===== src/design/mjsl_pkg.sv =====
// shared types and constants for the multi-joint slew limiter
`timescale 1ns / 1ps

package mjsl_pkg;

  localparam int unsigned ANGLE_W = 16;
  localparam int unsigned STEP_W  = 15;
  localparam int unsigned JOINT_W = 2;
  localparam int unsigned FRAME_W = 3;
  localparam int unsigned FCNT_W  = 4;
  localparam int unsigned MAX_JOINTS = 4;
  localparam int unsigned CFG_ADDR_W = 3;

  localparam logic [1:0] CMD_SET    = 2'd0;
  localparam logic [1:0] CMD_TICK   = 2'd1;
  localparam logic [1:0] CMD_SNAP   = 2'd2;
  localparam logic [1:0] CMD_FREEZE = 2'd3;

  localparam logic [CFG_ADDR_W-1:0] REG_STEP_PITCH    = 3'd0;
  localparam logic [CFG_ADDR_W-1:0] REG_STEP_SHOULDER = 3'd1;
  localparam logic [CFG_ADDR_W-1:0] REG_STEP_ELBOW    = 3'd2;
  localparam logic [CFG_ADDR_W-1:0] REG_STEP_GRIP     = 3'd3;
  localparam logic [CFG_ADDR_W-1:0] REG_ANGLE_MIN     = 3'd4;
  localparam logic [CFG_ADDR_W-1:0] REG_ANGLE_MAX     = 3'd5;

  typedef enum logic {
    ST_IDLE,
    ST_RUN
  } seq_state_t;

  typedef struct packed {
    logic                      run;
    logic [JOINT_W-1:0]        joint;
    logic [FCNT_W-1:0]         frame;
    logic                      joint_end;
    logic                      last;
  } seq_ctl_t;

  typedef struct packed {
    logic signed [ANGLE_W-1:0] value;
    logic                      moving;
    logic                      jump;
  } step_res_t;

endpackage


===== src/design/mjsl_step_unit.sv =====
// shared step unit: one frame of motion for one joint
`timescale 1ns / 1ps

module mjsl_step_unit (
  input  logic signed [mjsl_pkg::ANGLE_W-1:0] cur,
  input  logic signed [mjsl_pkg::ANGLE_W-1:0] tgt,
  input  logic        [mjsl_pkg::STEP_W-1:0]  step,
  output mjsl_pkg::step_res_t                 res
);
  import mjsl_pkg::*;

  logic signed [ANGLE_W:0] cur_x;
  logic signed [ANGLE_W:0] tgt_x;
  logic signed [ANGLE_W:0] step_x;
  logic signed [ANGLE_W:0] up_val;
  logic signed [ANGLE_W:0] dn_val;
  logic                    go_up;
  logic                    go_dn;

  assign cur_x  = {cur[ANGLE_W-1], cur};
  assign tgt_x  = {tgt[ANGLE_W-1], tgt};
  assign step_x = {2'b00, step};
  assign up_val = cur_x + step_x;
  assign dn_val = cur_x - step_x;
  assign go_up  = tgt_x > up_val;
  assign go_dn  = tgt_x < dn_val;

  always_comb begin
    res.jump   = (step == '0);
    res.moving = 1'b0;
    res.value  = tgt;
    if (!res.jump) begin
      priority if (go_up) begin
        res.value  = up_val[ANGLE_W-1:0];
        res.moving = 1'b1;
      end else if (go_dn) begin
        res.value  = dn_val[ANGLE_W-1:0];
        res.moving = 1'b1;
      end else begin
        res.value  = tgt;
      end
    end
  end

endmodule


===== src/design/mjsl_seq.sv =====
// sequencer walking joints and frames of one tick
`timescale 1ns / 1ps

module mjsl_seq #(
  parameter int unsigned NUM_FRAMES = 4,
  parameter int unsigned NUM_JOINTS = 4
) (
  input  logic               clk,
  input  logic               rst_n,
  input  logic               start,
  input  logic               adv,
  input  logic               jump,
  output mjsl_pkg::seq_ctl_t ctl
);
  import mjsl_pkg::*;

  localparam logic [JOINT_W-1:0] LAST_JOINT = JOINT_W'(NUM_JOINTS - 1);
  localparam logic [FCNT_W-1:0]  LAST_FRAME = FCNT_W'(NUM_FRAMES - 1);

  seq_state_t           state_r, state_nxt;
  logic [JOINT_W-1:0]   joint_r, joint_nxt;
  logic [FCNT_W-1:0]    frame_r, frame_nxt;
  logic                 joint_end;
  logic                 last;

  assign joint_end = jump || (frame_r == LAST_FRAME);
  assign last      = joint_end && (joint_r == LAST_JOINT);

  always_comb begin
    state_nxt = state_r;
    unique case (state_r)
      ST_IDLE: if (start) state_nxt = ST_RUN;
      ST_RUN:  if (adv && last) state_nxt = ST_IDLE;
      default: state_nxt = ST_IDLE;
    endcase
  end

  always_comb begin
    joint_nxt = joint_r;
    frame_nxt = frame_r;
    unique case (state_r)
      ST_IDLE: begin
        joint_nxt = '0;
        frame_nxt = '0;
      end
      ST_RUN: begin
        if (adv) begin
          if (joint_end) begin
            joint_nxt = joint_r + 1'b1;
            frame_nxt = '0;
          end else begin
            frame_nxt = frame_r + 1'b1;
          end
        end
      end
      default: begin
        joint_nxt = '0;
        frame_nxt = '0;
      end
    endcase
  end

  always_comb begin
    ctl.run       = (state_r == ST_RUN);
    ctl.joint     = joint_r;
    ctl.frame     = frame_r;
    ctl.joint_end = joint_end;
    ctl.last      = last;
  end

  always_ff @(posedge clk) begin
    if (!rst_n) begin
      state_r <= ST_IDLE;
      joint_r <= '0;
      frame_r <= '0;
    end else begin
      state_r <= state_nxt;
      joint_r <= joint_nxt;
      frame_r <= frame_nxt;
    end
  end

endmodule


===== src/design/multi_joint_slew_limiter.sv =====
// top level of the multi-joint slew limiter
`timescale 1ns / 1ps

// Slew-rate limiter for up to four arm joints, Q3.12 angles.
// Input channel in_*: in_tuser carries the command (set targets, tick,
// snapshot, freeze), in_tdata the four joint values. Set, snapshot and
// freeze take effect in the cycle they are accepted and give no result.
// A tick while dirty walks joints 0..NUM_JOINTS-1 in order: a joint with a
// zero step gives one result (frame = NUM_FRAMES), any other gives
// NUM_FRAMES results. One result a cycle comes from the shared step unit
// while the receiver does not stall, and each result passes through the
// output register; the input is not ready while a tick is in progress.
// Output channel out_*: out_tuser holds joint and frame, out_tdata the
// command, out_tlast marks the final result of the tick. A stalled
// receiver holds the sequencer; the result waits in the output register.
// cfg_* writes a register per cycle with no wait; write only when idle.
// Reset clears all joints to zero, steps to zero, the clip range to full
// scale and sets the dirty flag; no clearing pass is needed.
module multi_joint_slew_limiter #(
  parameter int unsigned NUM_FRAMES = 4,
  parameter int unsigned NUM_JOINTS = 4
) (
  input  logic                              clk,
  input  logic                              rst_n,
  input  logic                              in_tvalid,
  output logic                              in_tready,
  input  logic [63:0]                       in_tdata,   // value_pitch, value_shoulder, value_elbow, value_grip
  input  logic [1:0]                        in_tuser,   // cmd
  output logic                              out_tvalid,
  input  logic                              out_tready,
  output logic [15:0]                       out_tdata,  // command
  output logic [4:0]                        out_tuser,  // joint, frame
  output logic                              out_tlast,
  input  logic                              cfg_we,
  input  logic [mjsl_pkg::CFG_ADDR_W-1:0]   cfg_addr,
  input  logic [15:0]                       cfg_wdata
);
  import mjsl_pkg::*;

  logic        [STEP_W-1:0]  step_r [MAX_JOINTS];
  logic signed [ANGLE_W-1:0] amin_r;
  logic signed [ANGLE_W-1:0] amax_r;
  logic signed [ANGLE_W-1:0] cur_r  [MAX_JOINTS];
  logic signed [ANGLE_W-1:0] tgt_r  [MAX_JOINTS];
  logic                      dirty_r;

  logic                      out_valid_r;
  logic [ANGLE_W-1:0]        out_cmd_r;
  logic [JOINT_W-1:0]        out_joint_r;
  logic [FRAME_W-1:0]        out_frame_r;
  logic                      out_last_r;

  logic signed [ANGLE_W-1:0] in_val [MAX_JOINTS];
  logic signed [ANGLE_W-1:0] clip_val [MAX_JOINTS];
  logic                      in_acc;
  logic [1:0]                cmd;
  logic                      start;
  logic                      adv;
  logic                      emit;
  seq_ctl_t                  ctl;
  step_res_t                 res;
  logic [FRAME_W-1:0]        frame_out;

  assign cmd       = in_tuser;
  assign in_tready = !ctl.run;
  assign in_acc    = in_tvalid && in_tready;
  assign start     = in_acc && (cmd == CMD_TICK) && dirty_r;
  assign adv       = !out_valid_r || out_tready;
  assign emit      = ctl.run && adv;

  always_comb begin
    for (int j = 0; j < MAX_JOINTS; j++) begin
      in_val[j]   = in_tdata[j*ANGLE_W +: ANGLE_W];
      clip_val[j] = in_val[j];
      if (clip_val[j] < amin_r) clip_val[j] = amin_r;
      if (clip_val[j] > amax_r) clip_val[j] = amax_r;
    end
  end

  mjsl_seq #(
    .NUM_FRAMES(NUM_FRAMES),
    .NUM_JOINTS(NUM_JOINTS)
  ) u_seq (
    .clk  (clk),
    .rst_n(rst_n),
    .start(start),
    .adv  (adv),
    .jump (res.jump),
    .ctl  (ctl)
  );

  mjsl_step_unit u_step (
    .cur (cur_r[ctl.joint]),
    .tgt (tgt_r[ctl.joint]),
    .step(step_r[ctl.joint]),
    .res (res)
  );

  assign frame_out = res.jump ? FRAME_W'(NUM_FRAMES) : ctl.frame[FRAME_W-1:0];

  // configuration registers
  always_ff @(posedge clk) begin
    if (!rst_n) begin
      for (int j = 0; j < MAX_JOINTS; j++) step_r[j] <= '0;
      amin_r <= 16'sh8000;
      amax_r <= 16'sh7fff;
    end else if (cfg_we) begin
      unique case (cfg_addr)
        REG_STEP_PITCH:    step_r[0] <= cfg_wdata[STEP_W-1:0];
        REG_STEP_SHOULDER: step_r[1] <= cfg_wdata[STEP_W-1:0];
        REG_STEP_ELBOW:    step_r[2] <= cfg_wdata[STEP_W-1:0];
        REG_STEP_GRIP:     step_r[3] <= cfg_wdata[STEP_W-1:0];
        REG_ANGLE_MIN:     amin_r    <= cfg_wdata;
        REG_ANGLE_MAX:     amax_r    <= cfg_wdata;
        default: ;
      endcase
    end
  end

  // joint state and dirty flag
  always_ff @(posedge clk) begin
    if (!rst_n) begin
      for (int j = 0; j < MAX_JOINTS; j++) begin
        cur_r[j] <= '0;
        tgt_r[j] <= '0;
      end
      dirty_r <= 1'b1;
    end else if (in_acc) begin
      unique case (cmd)
        CMD_SET: begin
          for (int j = 0; j < MAX_JOINTS; j++)
            if (j < NUM_JOINTS) tgt_r[j] <= clip_val[j];
          dirty_r <= 1'b1;
        end
        CMD_SNAP: begin
          for (int j = 0; j < MAX_JOINTS; j++)
            if (j < NUM_JOINTS) begin
              tgt_r[j] <= in_val[j];
              cur_r[j] <= in_val[j];
            end
          dirty_r <= 1'b1;
        end
        CMD_FREEZE: begin
          for (int j = 0; j < MAX_JOINTS; j++)
            if (j < NUM_JOINTS) tgt_r[j] <= cur_r[j];
          dirty_r <= 1'b0;
        end
        CMD_TICK: begin
          if (dirty_r) dirty_r <= 1'b0;
        end
        default: ;
      endcase
    end else if (emit) begin
      cur_r[ctl.joint] <= res.value;
      // still moving on the final frame keeps the block dirty
      if (ctl.joint_end && res.moving) dirty_r <= 1'b1;
    end
  end

  // output register
  always_ff @(posedge clk) begin
    if (!rst_n) begin
      out_valid_r <= 1'b0;
    end else if (adv) begin
      out_valid_r <= ctl.run;
    end
  end

  always_ff @(posedge clk) begin
    if (emit) begin
      out_cmd_r   <= res.value;
      out_joint_r <= ctl.joint;
      out_frame_r <= frame_out;
      out_last_r  <= ctl.last;
    end
  end

  assign out_tvalid = out_valid_r;
  assign out_tdata  = out_cmd_r;
  assign out_tuser  = {out_frame_r, out_joint_r};
  assign out_tlast  = out_last_r;

`ifndef SYNTHESIS
  a_joint_range: assert property (@(posedge clk) disable iff (!rst_n)
    out_tvalid |-> (out_tuser[1:0] <= JOINT_W'(NUM_JOINTS - 1)))
    else $error("result for a joint beyond the arm");

  a_clean_tick: assert property (@(posedge clk) disable iff (!rst_n)
    (in_tvalid && in_tready && (in_tuser == CMD_TICK) && !dirty_r) |=> in_tready)
    else $error("tick while clean started a run");

  a_end_last: assert property (@(posedge clk) disable iff (!rst_n)
    ($past(rst_n) && $rose(in_tready)) |-> (out_tvalid && out_tlast))
    else $error("run ended without a final item");

  a_run_dirty: assert property (@(posedge clk) disable iff (!rst_n)
    start |=> !dirty_r || ctl.run)
    else $error("dirty flag not cleared at tick start");
`endif

endmodule


===== config.mk =====
export PLATFORM = sky130hd
export DESIGN_NAME = multi_joint_slew_limiter
export DESIGN_NICKNAME = d
export VERILOG_FILES = /design/src/design/mjsl_pkg.sv /design/src/design/mjsl_step_unit.sv /design/src/design/mjsl_seq.sv /design/src/design/multi_joint_slew_limiter.sv
export SDC_FILE = /design/constraint.sdc
export NUM_CORES = 1
export LEC_CHECK = 0
export ABC_CLOCK_PERIOD_IN_PS = 10300
export BUFFER_PORTS_ARGS = -buffer_cell sky130_fd_sc_hd__clkbuf_2
export CAP_MARGIN = 10
export CELL_PAD_IN_SITES_DETAIL_PLACEMENT = 0
export CELL_PAD_IN_SITES_GLOBAL_PLACEMENT = 1
export CORE_UTILIZATION = 24
export DETAILED_ROUTE_END_ITERATION = 6
export GPL_TIMING_DRIVEN = 0
export PLACE_DENSITY_LB_ADDON = 0.25
export SLEW_MARGIN = 20
export SYNTH_ARGS = -nofsm -noshare
export SYNTH_HDL_FRONTEND = slang
export SYNTH_SLANG_ARGS = --single-unit
export TNS_END_PERCENT = 100

===== constraint.sdc =====
create_clock -name clk -period 10.3 [get_ports clk]
set_input_delay 0.515 -clock clk [delete_from_list [all_inputs] [get_ports clk]]
set_output_delay 0.515 -clock clk [all_outputs]
set_load 0.01 [all_outputs]

==> out/qor.txt, run 1 <==
======================================================================================
Run status .............................................................. complete, but fails checks
Failing checks ..........................................................          DRC
Mapped cell area ........................................................  18830 sq um
Final Hold Vio Count ....................................................            0
Core Rows ...............................................................          102
DRC errors left .........................................................            2
Yosys warns .............................................................            0
Synth top area share ....................................................       0.3349
Number of synthesized register bits .....................................          253
Placed instance count ...................................................         3023
Max transition margin ...................................................       0.2521
Number of nets in the final layout ......................................         2298
CTS root buffer ......................................................... sky130_fd_sc_hd__clkbuf_16
Core outline area .......................................................  77590 sq um
Antenna violations before repair ........................................            2
Maximum frequency from static timing analysis ...........................    102.1 MHz
Number of buffers inserted during clock tree synthesis ..................           30
# setup viols final .....................................................            0
Area contributors post-synth ............................................ sky130_fd_sc_hd__edfxtp_1 33%, sky130_fd_sc_hd__ha_1 13%, sky130_fd_sc_hd__dfxtp_1 4.6%
Gate Count Post-Synth ...................................................         1861
FFs w/ async S/R, synth .................................................            0
Congestion Overflow GR ..................................................            0
Classification of the worst-slack hold path ............................. input pin to flip-flop
Flip-flop cell with the highest count after synthesis ................... sky130_fd_sc_hd__edfxtp_1
Distinct cells, synth ...................................................           88
TritonCTS clock tree ....................................................          yes
Total die area ..........................................................  79590 sq um
Total Negative Setup Slacks .............................................         0 ns
P_leak ..................................................................     8.646 nW
Cell area power density ................................................. 146.8 nW/um^2
EDFF count, synth .......................................................          210
Fin cells ...............................................................         3080
Fin. max-slew vios ......................................................            0
Clock H-tree levels .....................................................            1
Total Power .............................................................     3.209 mW
Fin worst setup slack ...................................................    0.5082 ns
Post-CTS Setup Bufs .....................................................            0
Total of max-cap violations .............................................            0
WP data required ........................................................     10.55 ns
Clock latency reported for the late side of the worst-skew pair .........      0.61 ns
Overall track demand over capacity in global routing ....................       0.2158
Placed wire-length estimate .............................................     71680 um
CTS Buffer Depth ........................................................            3
Slew at the pin closest to its max-slew limit ...........................     1.110 ns
Routed length per placed instance .......................................     28.18 um
Avg Vias per Cell .......................................................        5.370
Max VDD drop ............................................................  0.0001449 V
Quantity of gates resized following cts .................................            0
Arrival @ worst endpoint ................................................     10.04 ns
Category of the most critical setup path ................................ flip-flop to flip-flop
Wire length of the first global-routing pass ............................    121500 um
Pin count of the biggest net entering global routing ....................           24
Post-cts hold buffer count ..............................................            0
Detailed Route Iter0 Violations .........................................         1742
Area of combinational cells with multiple inputs ........................  10960 sq um
Final worst-path cycle share ............................................       0.9507
Final wirelength ........................................................     86800 um
RSZ-0062 raised after global routing ....................................        false
Reg clk slew, reported paths ............................................      0.07 ns
Register cell area after layout .........................................   7167 sq um
Dpl ws ..................................................................    0.5129 ns
First-pass iteration count of the detailed router .......................            7
Avg Synthesized Cell Area ...............................................  10.12 sq um
Via count of the first global-routing pass ..............................        16240
Post-synthesis cell type with the largest combined area ................. sky130_fd_sc_hd__edfxtp_1
Layout cell share with drive strength beyond 1 ..........................       0.1594
Effective utilization at floorplan ......................................       0.2427
Remaining antenna violation count after routing .........................            0
Die outline width .......................................................     282.1 um
Number of I/O port buffers ..............................................          111
Vias after detailed routing .............................................        16540
Worst Skew ..............................................................   0.02484 ns
Endpoint kind of the worst setup timing path ............................    flip-flop
Die Y-Extent ............................................................     282.1 um
Area delta synth->final .................................................       16.09%
Top Ports ...............................................................          114
Fillers .................................................................         8268
Weighted congestion reported at the end of routability-driven placement .       0.9709
Fin crit period .........................................................     9.792 ns
Startpoint types ........................................................    flip-flop
Clock Sink Count ........................................................          253
Share of the yosys chip area belonging to registers .....................       0.3806
Net count after synthesis ...............................................         2144
Critical Path Fanout Max ................................................           10
======================================================================================
## layout make-up
type	count	share of cell area
diodes	1	0.0001145
plain buffers	90	0.01791
clock buffers	34	0.03503
clock inverters	22	0.008814
inverters	111	0.01906
multi-input cells	1407	0.5012
flip-flops and latches	253	0.3278
well taps	1040	0.05952
repair buffers	122	0.03050
## stage by stage
stage / hold slack (ns) / utilization / cell area [sq um]
2_1_floorplan: 0.4569 / - / 18830
3_3_place_gp: 0.4765 / 0.2666 / 20690
3_5_place_dp: 0.4812 / 0.2692 / 20890
4_1_cts: 0.1791 / 0.2815 / 21850
5_1_grt: 0.2060 / 0.2818 / 21860
6_report: 0.1990 / 0.2818 / 21860
## metal layers
layer	vias up	wire, um	track usage
li1	7431	-	-
met1	8252	36550	0.2778
met2	718	40710	0.3610
met3	138	5504	0.02709
met4	0	4035	0.09420
met5	-	0	0
## cell usage after synthesis (22+ instances only)
cell type	instances
sky130_fd_sc_hd__a21o_1	37
sky130_fd_sc_hd__a21oi_1	75
sky130_fd_sc_hd__a221o_1	42
sky130_fd_sc_hd__and2_1	87
sky130_fd_sc_hd__clkbuf_1	63
sky130_fd_sc_hd__dfxtp_1	43
sky130_fd_sc_hd__edfxtp_1	210
sky130_fd_sc_hd__ha_1	191
sky130_fd_sc_hd__inv_1	111
sky130_fd_sc_hd__mux2_2	53
sky130_fd_sc_hd__mux2i_1	22
sky130_fd_sc_hd__mux4_2	38
sky130_fd_sc_hd__nand2_1	208
sky130_fd_sc_hd__nand2b_1	33
sky130_fd_sc_hd__nand3_1	43
sky130_fd_sc_hd__nor2_1	87
sky130_fd_sc_hd__o211ai_1	44
sky130_fd_sc_hd__o21ai_0	80
sky130_fd_sc_hd__o221ai_1	29
## worst max-delay path, cell delays in order, from the launching register on
cell,delay (ns)
sky130_fd_sc_hd__dfxtp_1,0.36
sky130_fd_sc_hd__buf_2,0.40
sky130_fd_sc_hd__buf_1,0.58
sky130_fd_sc_hd__buf_2,0.48
sky130_fd_sc_hd__buf_2,0.39
sky130_fd_sc_hd__buf_2,0.43
sky130_fd_sc_hd__buf_1,0.64
sky130_fd_sc_hd__mux4_2,0.47
sky130_fd_sc_hd__ha_1,0.43
sky130_fd_sc_hd__nor3b_2,0.22
sky130_fd_sc_hd__nor3_1,0.38
sky130_fd_sc_hd__o311ai_0,0.26
sky130_fd_sc_hd__and4_1,0.30
sky130_fd_sc_hd__o41a_1,0.34
sky130_fd_sc_hd__o21bai_1,0.22
sky130_fd_sc_hd__xnor2_1,0.21
sky130_fd_sc_hd__inv_1,0.08
sky130_fd_sc_hd__ha_1,0.33
sky130_fd_sc_hd__nand4_1,0.21
sky130_fd_sc_hd__nor4_1,0.41
sky130_fd_sc_hd__nor2b_1,0.23
sky130_fd_sc_hd__o2111a_1,0.24
sky130_fd_sc_hd__a211oi_2,0.06
sky130_fd_sc_hd__o21a_2,0.15
sky130_fd_sc_hd__o31ai_2,0.66
sky130_fd_sc_hd__buf_4,0.31
sky130_fd_sc_hd__buf_2,0.38
sky130_fd_sc_hd__a22oi_1,0.22
## cells by family after synthesis
logic type,count (synthesis),share of synthesized area
AOI/OAI and AO/OA,508,0.1963
adders and majority gates,193,0.1290
DFF,253,0.3806
and+or+nand+nor,566,0.1484
xor gates and xnor gates,23,0.01070
buffers and inverters,201,0.04292
muxes,117,0.09202
## final timing paths
check,cells after the start,endpoint,slack (ns),from
hold / removal,3,amax_r[15],0.20,cfg_wdata[15]
hold reg to reg,2,u_seq.frame_r[3],0.49,u_seq.frame_r[3]
setup reg to reg,27,out_tdata[8],0.51,flip-flop
setup / recovery,27,out_tdata[8],0.51,flip-flop
## sequential cells by signal, indices dropped and copies added, names as in the netlist, named ones only
register	flops
u_seq.state_r	1
out_frame_r	3
out_joint_r	2
u_seq.frame_r	4
out_tlast	1
out_tdata	16
dirty_r	1
tgt_r	64
out_tvalid	1
cur_r	64
amin_r	16
amax_r	16
step_r	60
u_seq.joint_r	2
## power by group
part / total, mW / switching, mW / internal (mW)
Combinational: 0.920 / 0.612 / 0.308
Sequential: 1.22 / 0.0337 / 1.19
Clock: 1.07 / 0.480 / 0.587
## cell usage in the layout (no fill, tap or decap), types with 44 or more instances in the layout
cell | synthesis | final
sky130_fd_sc_hd__and2_1 | 87 | 87
sky130_fd_sc_hd__nor2_1 | 87 | 86
sky130_fd_sc_hd__edfxtp_1 | 210 | 210
sky130_fd_sc_hd__ha_1 | 191 | 191
sky130_fd_sc_hd__nand2_1 | 208 | 208
sky130_fd_sc_hd__mux2_2 | 53 | 53
sky130_fd_sc_hd__a21oi_1 | 75 | 75
sky130_fd_sc_hd__o21ai_0 | 80 | 71
sky130_fd_sc_hd__clkbuf_2 | 0 | 111
sky130_fd_sc_hd__clkbuf_1 | 63 | 67
sky130_fd_sc_hd__inv_1 | 111 | 111
sky130_fd_sc_hd__o211ai_1 | 44 | 44
Note: power is estimated with default switching activity, not from simulation.
==> run 2: changes to the inputs <==
--- a/config.mk
+++ b/config.mk
@@ -14,6 +14,7 @@
 export DETAILED_ROUTE_END_ITERATION = 6
 export GPL_TIMING_DRIVEN = 0
 export PLACE_DENSITY_LB_ADDON = 0.25
+export REMOVE_ABC_BUFFERS = 1
 export SLEW_MARGIN = 20
 export SYNTH_ARGS = -nofsm -noshare
 export SYNTH_HDL_FRONTEND = slang
==> run 2 against run 1 <==
- power is 6.0% higher
- first-iteration DRC count is 12% lower
- clock skew is 0.0014 ns higher
- the run now ends clean
- highest routed layer unchanged
- largest cell class unchanged
==> out/qor.txt, run 2 (same netlist as run 1, synthesis figures left out) <==
======================================================================================
Run status .............................................................. complete, no violations
Final Hold Vio Count ....................................................            0
Number of nets in the final layout ......................................         2243
Reg clk slew, reported paths ............................................      0.06 ns
Most frequent standard cell in the layout excluding fill and tap cells .. sky130_fd_sc_hd__edfxtp_1
Remaining antenna violation count after routing .........................            0
Total of max-cap violations .............................................            0
Total die area ..........................................................  79590 sq um
Vias after detailed routing .............................................        16150
End of the worst register-to-register path .............................. cur_r[0][15]
CTS Buffer Depth ........................................................            3
Final cell utilization of the core ......................................       0.2883
Overall track demand over capacity in global routing ....................       0.2003
TritonCTS clock tree ....................................................          yes
Clock latency reported for the late side of the worst-skew pair .........      0.56 ns
Core outline area .......................................................  77590 sq um
Weighted congestion reported at the end of routability-driven placement .       0.8847
Cell count of the worst reg-to-reg path .................................           22
CP Capture Point ........................................................ cur_r[0][15]
Quantity of gates resized following cts .................................            0
Pin count of the biggest net entering global routing ....................           69
Number of buffers inserted during clock tree synthesis ..................           34
Fin. max-slew vios ......................................................            0
Post-route cell area ....................................................  22370 sq um
Classification of the worst-slack hold path ............................. input pin to flip-flop
Largest registers ....................................................... cur_r x64, tgt_r x64, step_r x60
Layout cell share with drive strength beyond 1 ..........................       0.1809
Flop2flop setup slack ...................................................      2.21 ns
Wire length of the first global-routing pass ............................    114200 um
Detailed Route Iter0 Violations .........................................         1529
Endpoint kind of the worst setup timing path ............................    flip-flop
Core Rows ...............................................................          102
Avg Vias per Cell .......................................................        5.334
Via count of the first global-routing pass ..............................        15910
Routed length per placed instance .......................................     26.59 um
Category of the most critical setup path ................................ flip-flop to flip-flop
RSZ-0062 raised after global routing ....................................        false
# setup viols final .....................................................            0
Placed wire-length estimate .............................................     62730 um
Final worst-path cycle share ............................................       0.7854
WP data required ........................................................     10.56 ns
Maximum frequency from static timing analysis ...........................    123.6 MHz
CTS root buffer ......................................................... sky130_fd_sc_hd__clkbuf_16
Congestion Overflow GR ..................................................            0
Antenna violations before repair ........................................            1
Die outline width .......................................................     282.1 um
First-pass iteration count of the detailed router .......................            7
Die Y-Extent ............................................................     282.1 um
P_leak ..................................................................     8.835 nW
Top Ports ...............................................................          114
Arrival @ worst endpoint ................................................      8.35 ns
Clock H-tree levels .....................................................            2
Cell area power density ................................................. 152.1 nW/um^2
Fin crit period .........................................................     8.089 ns
Clock Sink Count ........................................................          253
Post-cts hold buffer count ..............................................            0
Effective utilization at floorplan ......................................       0.2427
Final wirelength ........................................................     80510 um
Post-CTS Setup Bufs .....................................................            0
Instance area at placement ..............................................  21230 sq um
Critical Path Fanout Max ................................................           31
Area delta synth->final .................................................       18.79%
Total Negative Setup Slacks .............................................         0 ns
Slew at the pin closest to its max-slew limit ...........................     1.163 ns
Max transition margin ...................................................       0.2245
Startpoint types ........................................................    flip-flop
Number of I/O port buffers ..............................................          113
Max VDD drop ............................................................ 0.00009551 V
Most frequent cells in the layout ....................................... 210 x sky130_fd_sc_hd__edfxtp_1, 205 x sky130_fd_sc_hd__nand2_1, 191 x sky130_fd_sc_hd__ha_1, 112 x sky130_fd_sc_hd__clkbuf_2, 111 x sky130_fd_sc_hd__inv_1
DRC errors left .........................................................            0
Worst Skew ..............................................................   0.02626 ns
======================================================================================
-- run 2: final cells by class --
type                            count  area, sq um
Antenna cell                        3        7.507
Clock buffer                       41        907.1
Clock inverter                     20        210.2
Fill cell                        8218        55220
Inverter                          111        416.7
Multi-Input combinational cell   1407        11120
Sequential cell                   253         7174
Tap cell                         1040         1301
Timing Repair Buffer              153         1232
-- run 2: worst max-delay path, cell delays in order, from the launching register on --
cell,delay (ns)
sky130_fd_sc_hd__dfxtp_4,0.72
sky130_fd_sc_hd__buf_16,0.29
sky130_fd_sc_hd__mux4_2,0.59
sky130_fd_sc_hd__inv_1,0.08
sky130_fd_sc_hd__ha_1,0.16
sky130_fd_sc_hd__inv_1,0.06
sky130_fd_sc_hd__fa_1,0.50
sky130_fd_sc_hd__a211oi_1,0.31
sky130_fd_sc_hd__o21ai_0,0.18
sky130_fd_sc_hd__a32oi_1,0.39
sky130_fd_sc_hd__o31ai_1,0.23
sky130_fd_sc_hd__a2111oi_0,0.44
sky130_fd_sc_hd__nor3_1,0.16
sky130_fd_sc_hd__ha_1,0.33
sky130_fd_sc_hd__a21o_1,0.17
sky130_fd_sc_hd__a2111oi_0,0.70
sky130_fd_sc_hd__inv_1,0.09
sky130_fd_sc_hd__o2bb2ai_1,0.22
sky130_fd_sc_hd__a41o_1,0.49
sky130_fd_sc_hd__o21ai_1,0.24
sky130_fd_sc_hd__nand2b_1,0.35
sky130_fd_sc_hd__o311ai_2,0.84
sky130_fd_sc_hd__o21ai_0,0.17
-- run 2: power by group --
part	leakage [nW]	switching (mW)	internal [mW]	total (mW)
clock network	0.551	0.505	0.712	1.22
logic	5.77	0.636	0.336	0.972
registers	2.51	0.0260	1.19	1.21
total	8.83	1.17	2.24	3.40
-- run 2: metal layers --
layer	track usage	part of all wire	vias up
met5	0	0	-
met4	0.06452	0.031	0
met3	0.02676	0.061	123
met2	0.3384	0.48	628
met1	0.2627	0.43	8063
li1	-	-	7337
-- run 2: worst min path at each step --
stage | end | cells past startpoint | slack (ns) | startpoint
2_1_floorplan | u_seq.state_r | 1 | 0.46 | u_seq.state_r
5_1_grt | amin_r[15] | 3 | 0.27 | cfg_wdata[15]
3_3_place_gp | u_seq.frame_r[3] | 2 | 0.47 | u_seq.frame_r[3]
4_1_cts | amin_r[15] | 3 | 0.23 | cfg_wdata[15]
3_5_place_dp | u_seq.frame_r[3] | 2 | 0.47 | u_seq.frame_r[3]
6_report | amin_r[15] | 3 | 0.25 | cfg_wdata[15]
-- run 2: stage by stage --
step / instances / worst slack [ns] / power (mW) / hold slack [ns]
detailed placement: 2964 / 2.333 / 2.189 / 0.4735
CTS: 3025 / 2.309 / 3.409 / 0.2347
floorplan: 1771 / 2.426 / 1.759 / 0.4569
global placement: 2924 / -1.521 / 2.125 / 0.4720
finish: 3028 / 2.211 / 3.403 / 0.2451
global route: 3025 / 1.835 / 3.525 / 0.2654
==> run 3: changes to the inputs <==
--- a/config.mk
+++ b/config.mk
@@ -5,7 +5,7 @@
 export SDC_FILE = /design/constraint.sdc
 export NUM_CORES = 1
 export LEC_CHECK = 0
-export ABC_CLOCK_PERIOD_IN_PS = 10300
+export ABC_CLOCK_PERIOD_IN_PS = 7800
 export BUFFER_PORTS_ARGS = -buffer_cell sky130_fd_sc_hd__clkbuf_2
 export CAP_MARGIN = 10
 export CELL_PAD_IN_SITES_DETAIL_PLACEMENT = 0
==> constraint.sdc (replaced) <==
create_clock -name clk -period 7.8 [get_ports clk]
set_input_delay 0.39 -clock clk [delete_from_list [all_inputs] [get_ports clk]]
set_output_delay 0.39 -clock clk [all_outputs]
set_load 0.01 [all_outputs]
==> run 3 against run 2 <==
- critical path depth did not move
- combinational power is 33% higher
- largest power group unchanged
- utilization grew 0.053 points
- worst hold slack got worse by 0.13 ns
- setup slack got worse by 1.8 ns
- non-clock buffer count up 1
- largest cell class unchanged
- critical endpoint is now cur_r[2][7]
- count of clock-buffer cells in the layout stayed put
- sequential power is 32% higher
- wire length up 0.27%
- fmax grew 10%
==> out/qor.txt, run 3 (same netlist as run 1, synthesis figures left out) <==
======================================================================================
Cell count of the worst reg-to-reg path .................................           22
Detailed Route Iter0 Violations .........................................         1453
Fin. max-slew vios ......................................................            0
Antenna Cells ...........................................................            0
WP data required ........................................................      8.17 ns
Total of max-cap violations .............................................            0
Critical Path Fanout Max ................................................           27
Worst Skew ..............................................................   0.02353 ns
Placed wire-length estimate .............................................     62730 um
Clock Sink Count ........................................................          253
Fin worst setup slack ...................................................    0.4461 ns
Maximum frequency from static timing analysis ...........................    136.0 MHz
Number of buffers inserted during clock tree synthesis ..................           34
Worst-case hold path end point ..........................................   amin_r[15]
Number of I/O port buffers ..............................................          113
Most frequent cells in the layout ....................................... 210 x sky130_fd_sc_hd__edfxtp_1, 205 x sky130_fd_sc_hd__nand2_1, 191 x sky130_fd_sc_hd__ha_1, 112 x sky130_fd_sc_hd__clkbuf_2, 111 x sky130_fd_sc_hd__inv_1
Remaining antenna violation count after routing .........................            0
Worst hold path cell count ..............................................            3
Vias after detailed routing .............................................        16220
Pin count of the biggest net entering global routing ....................           69
Routed length per placed instance .......................................     26.68 um
Final worst-path cycle share ............................................       0.9428
Largest registers ....................................................... cur_r x64, tgt_r x64, step_r x60
Fin cells ...............................................................         3026
Final wirelength ........................................................     80730 um
Total Negative Setup Slacks .............................................         0 ns
Effective utilization at floorplan ......................................       0.2427
Endpoint kind of the worst setup timing path ............................    flip-flop
Congestion Overflow GR ..................................................            0
Core outline area .......................................................  77590 sq um
# setup viols final .....................................................            0
First-pass iteration count of the detailed router .......................            6
Run status .............................................................. complete, no violations
Die Y-Extent ............................................................     282.1 um
Top Ports ...............................................................          114
Worst Hold Margin .......................................................    0.1169 ns
CTS root buffer ......................................................... sky130_fd_sc_hd__clkbuf_16
Total die area ..........................................................  79590 sq um
DRC errors left .........................................................            0
Post-cts hold buffer count ..............................................            0
Startpoint types ........................................................    flip-flop
Clock H-tree levels .....................................................            2
Placed instance count ...................................................         2964
Final cell utilization of the core ......................................       0.2888
Worst Hold Launch ....................................................... cfg_wdata[15]
Category of the most critical setup path ................................ flip-flop to flip-flop
Reg clk slew, reported paths ............................................      0.06 ns
Final Hold Vio Count ....................................................            0
Flop2flop setup slack ...................................................      0.45 ns
Classification of the worst-slack hold path ............................. input pin to flip-flop
Fin crit period .........................................................     7.354 ns
Antenna violations before repair ........................................            1
Avg Vias per Cell .......................................................        5.359
TritonCTS clock tree ....................................................          yes
Fillers .................................................................         8212
Slew at the pin closest to its max-slew limit ...........................     1.104 ns
CTS Buffer Depth ........................................................            3
Max VDD drop ............................................................  0.0001258 V
P_leak ..................................................................     8.845 nW
Number of nets in the final layout ......................................         2244
Arrival @ worst endpoint ................................................      7.72 ns
Register cell area after layout .........................................   7174 sq um
End of the worst register-to-register path ..............................  cur_r[2][7]
Cell area power density ................................................. 200.9 nW/um^2
Die outline width .......................................................     282.1 um
Wire length of the first global-routing pass ............................    114100 um
Via count of the first global-routing pass ..............................        15910
Max transition margin ...................................................       0.2625
Overall track demand over capacity in global routing ....................       0.2003
Area delta synth->final .................................................       19.01%
Clock latency reported for the late side of the worst-skew pair .........      0.56 ns
Core Rows ...............................................................          102
Most frequent standard cell in the layout excluding fill and tap cells .. sky130_fd_sc_hd__edfxtp_1
Area of combinational cells with multiple inputs ........................  11140 sq um
Weighted congestion reported at the end of routability-driven placement .       0.8847
Dpl ws ..................................................................   -0.1675 ns
Layout cell share with drive strength beyond 1 ..........................       0.1828
======================================================================================
==> run 3: worst max-delay path by stage <==
stage / slack [ns] / from / cells past startpoint / to
after floorplan: -0.07 / flip-flop / 20 / cur_r[0][0]
after global placement: -4.02 / flip-flop / 20 / cur_r[2][4]
after detailed placement: -0.17 / flip-flop / 22 / cur_r[0][15]
after CTS: 0.03 / flip-flop / 22 / cur_r[0][15]
after global routing: -0.004 / flip-flop / 21 / cur_r[1][7]
final: 0.45 / flip-flop / 22 / cur_r[2][7]
==> run 3: stage by stage <==
step / total power [mW] / instance area (sq um)
finish: 4.503 / 22410
global route: 4.664 / 22410
CTS: 4.506 / 22360
detailed placement: 2.891 / 21230
global placement: 2.806 / 20310
floorplan: 2.323 / 18440
==> run 3: power breakdown <==
| group | internal [mW] | switching [mW] |
|---|---|---|
| clock | 0.940 | 0.668 |
| combinational | 0.449 | 0.843 |
| sequential | 1.57 | 0.0345 |
==> run 3: cell type report <==
type	count	share of cell area
clock buffer	41	0.04048
clock inverter	20	0.009379
inverter	111	0.01859
multi-input combinational	1407	0.4973
sequential	253	0.3201
tap	1040	0.05806
timing repair buffer	154	0.05611
==> run 3: worst max-delay path, cell delays in order, from the launching register on <==
cell,delay [ns]
sky130_fd_sc_hd__dfxtp_4,0.63
sky130_fd_sc_hd__buf_16,0.29
sky130_fd_sc_hd__mux4_2,0.62
sky130_fd_sc_hd__ha_1,0.46
sky130_fd_sc_hd__nand2b_1,0.22
sky130_fd_sc_hd__a221oi_1,0.40
sky130_fd_sc_hd__o311ai_0,0.20
sky130_fd_sc_hd__and4_1,0.29
sky130_fd_sc_hd__o41a_1,0.34
sky130_fd_sc_hd__o21bai_1,0.21
sky130_fd_sc_hd__xnor2_1,0.20
sky130_fd_sc_hd__inv_1,0.09
sky130_fd_sc_hd__ha_1,0.33
sky130_fd_sc_hd__nand4_1,0.22
sky130_fd_sc_hd__nor4_1,0.44
sky130_fd_sc_hd__nor2b_1,0.19
sky130_fd_sc_hd__o2111a_1,0.21
sky130_fd_sc_hd__a211oi_2,0.05
sky130_fd_sc_hd__o21a_2,0.24
sky130_fd_sc_hd__o31ai_4,0.54
sky130_fd_sc_hd__buf_8,0.23
sky130_fd_sc_hd__nand2_1,0.39
sky130_fd_sc_hd__o221ai_1,0.32
==> run 3: routing by layer <==
layer | vias up | share of wire | track usage
met4 | 0 | 0.029 | 0.06355
met3 | 122 | 0.062 | 0.02684
met5 | - | 0 | 0
met2 | 666 | 0.48 | 0.3388
li1 | 7332 | - | -
met1 | 8095 | 0.43 | 0.2627
==> run 3: timing repair <==
item / in CTS / in global routing
endpoints found under the setup margin: 5 / 84
resized for setup: 1 / 5
buffers inserted: 0 / 1
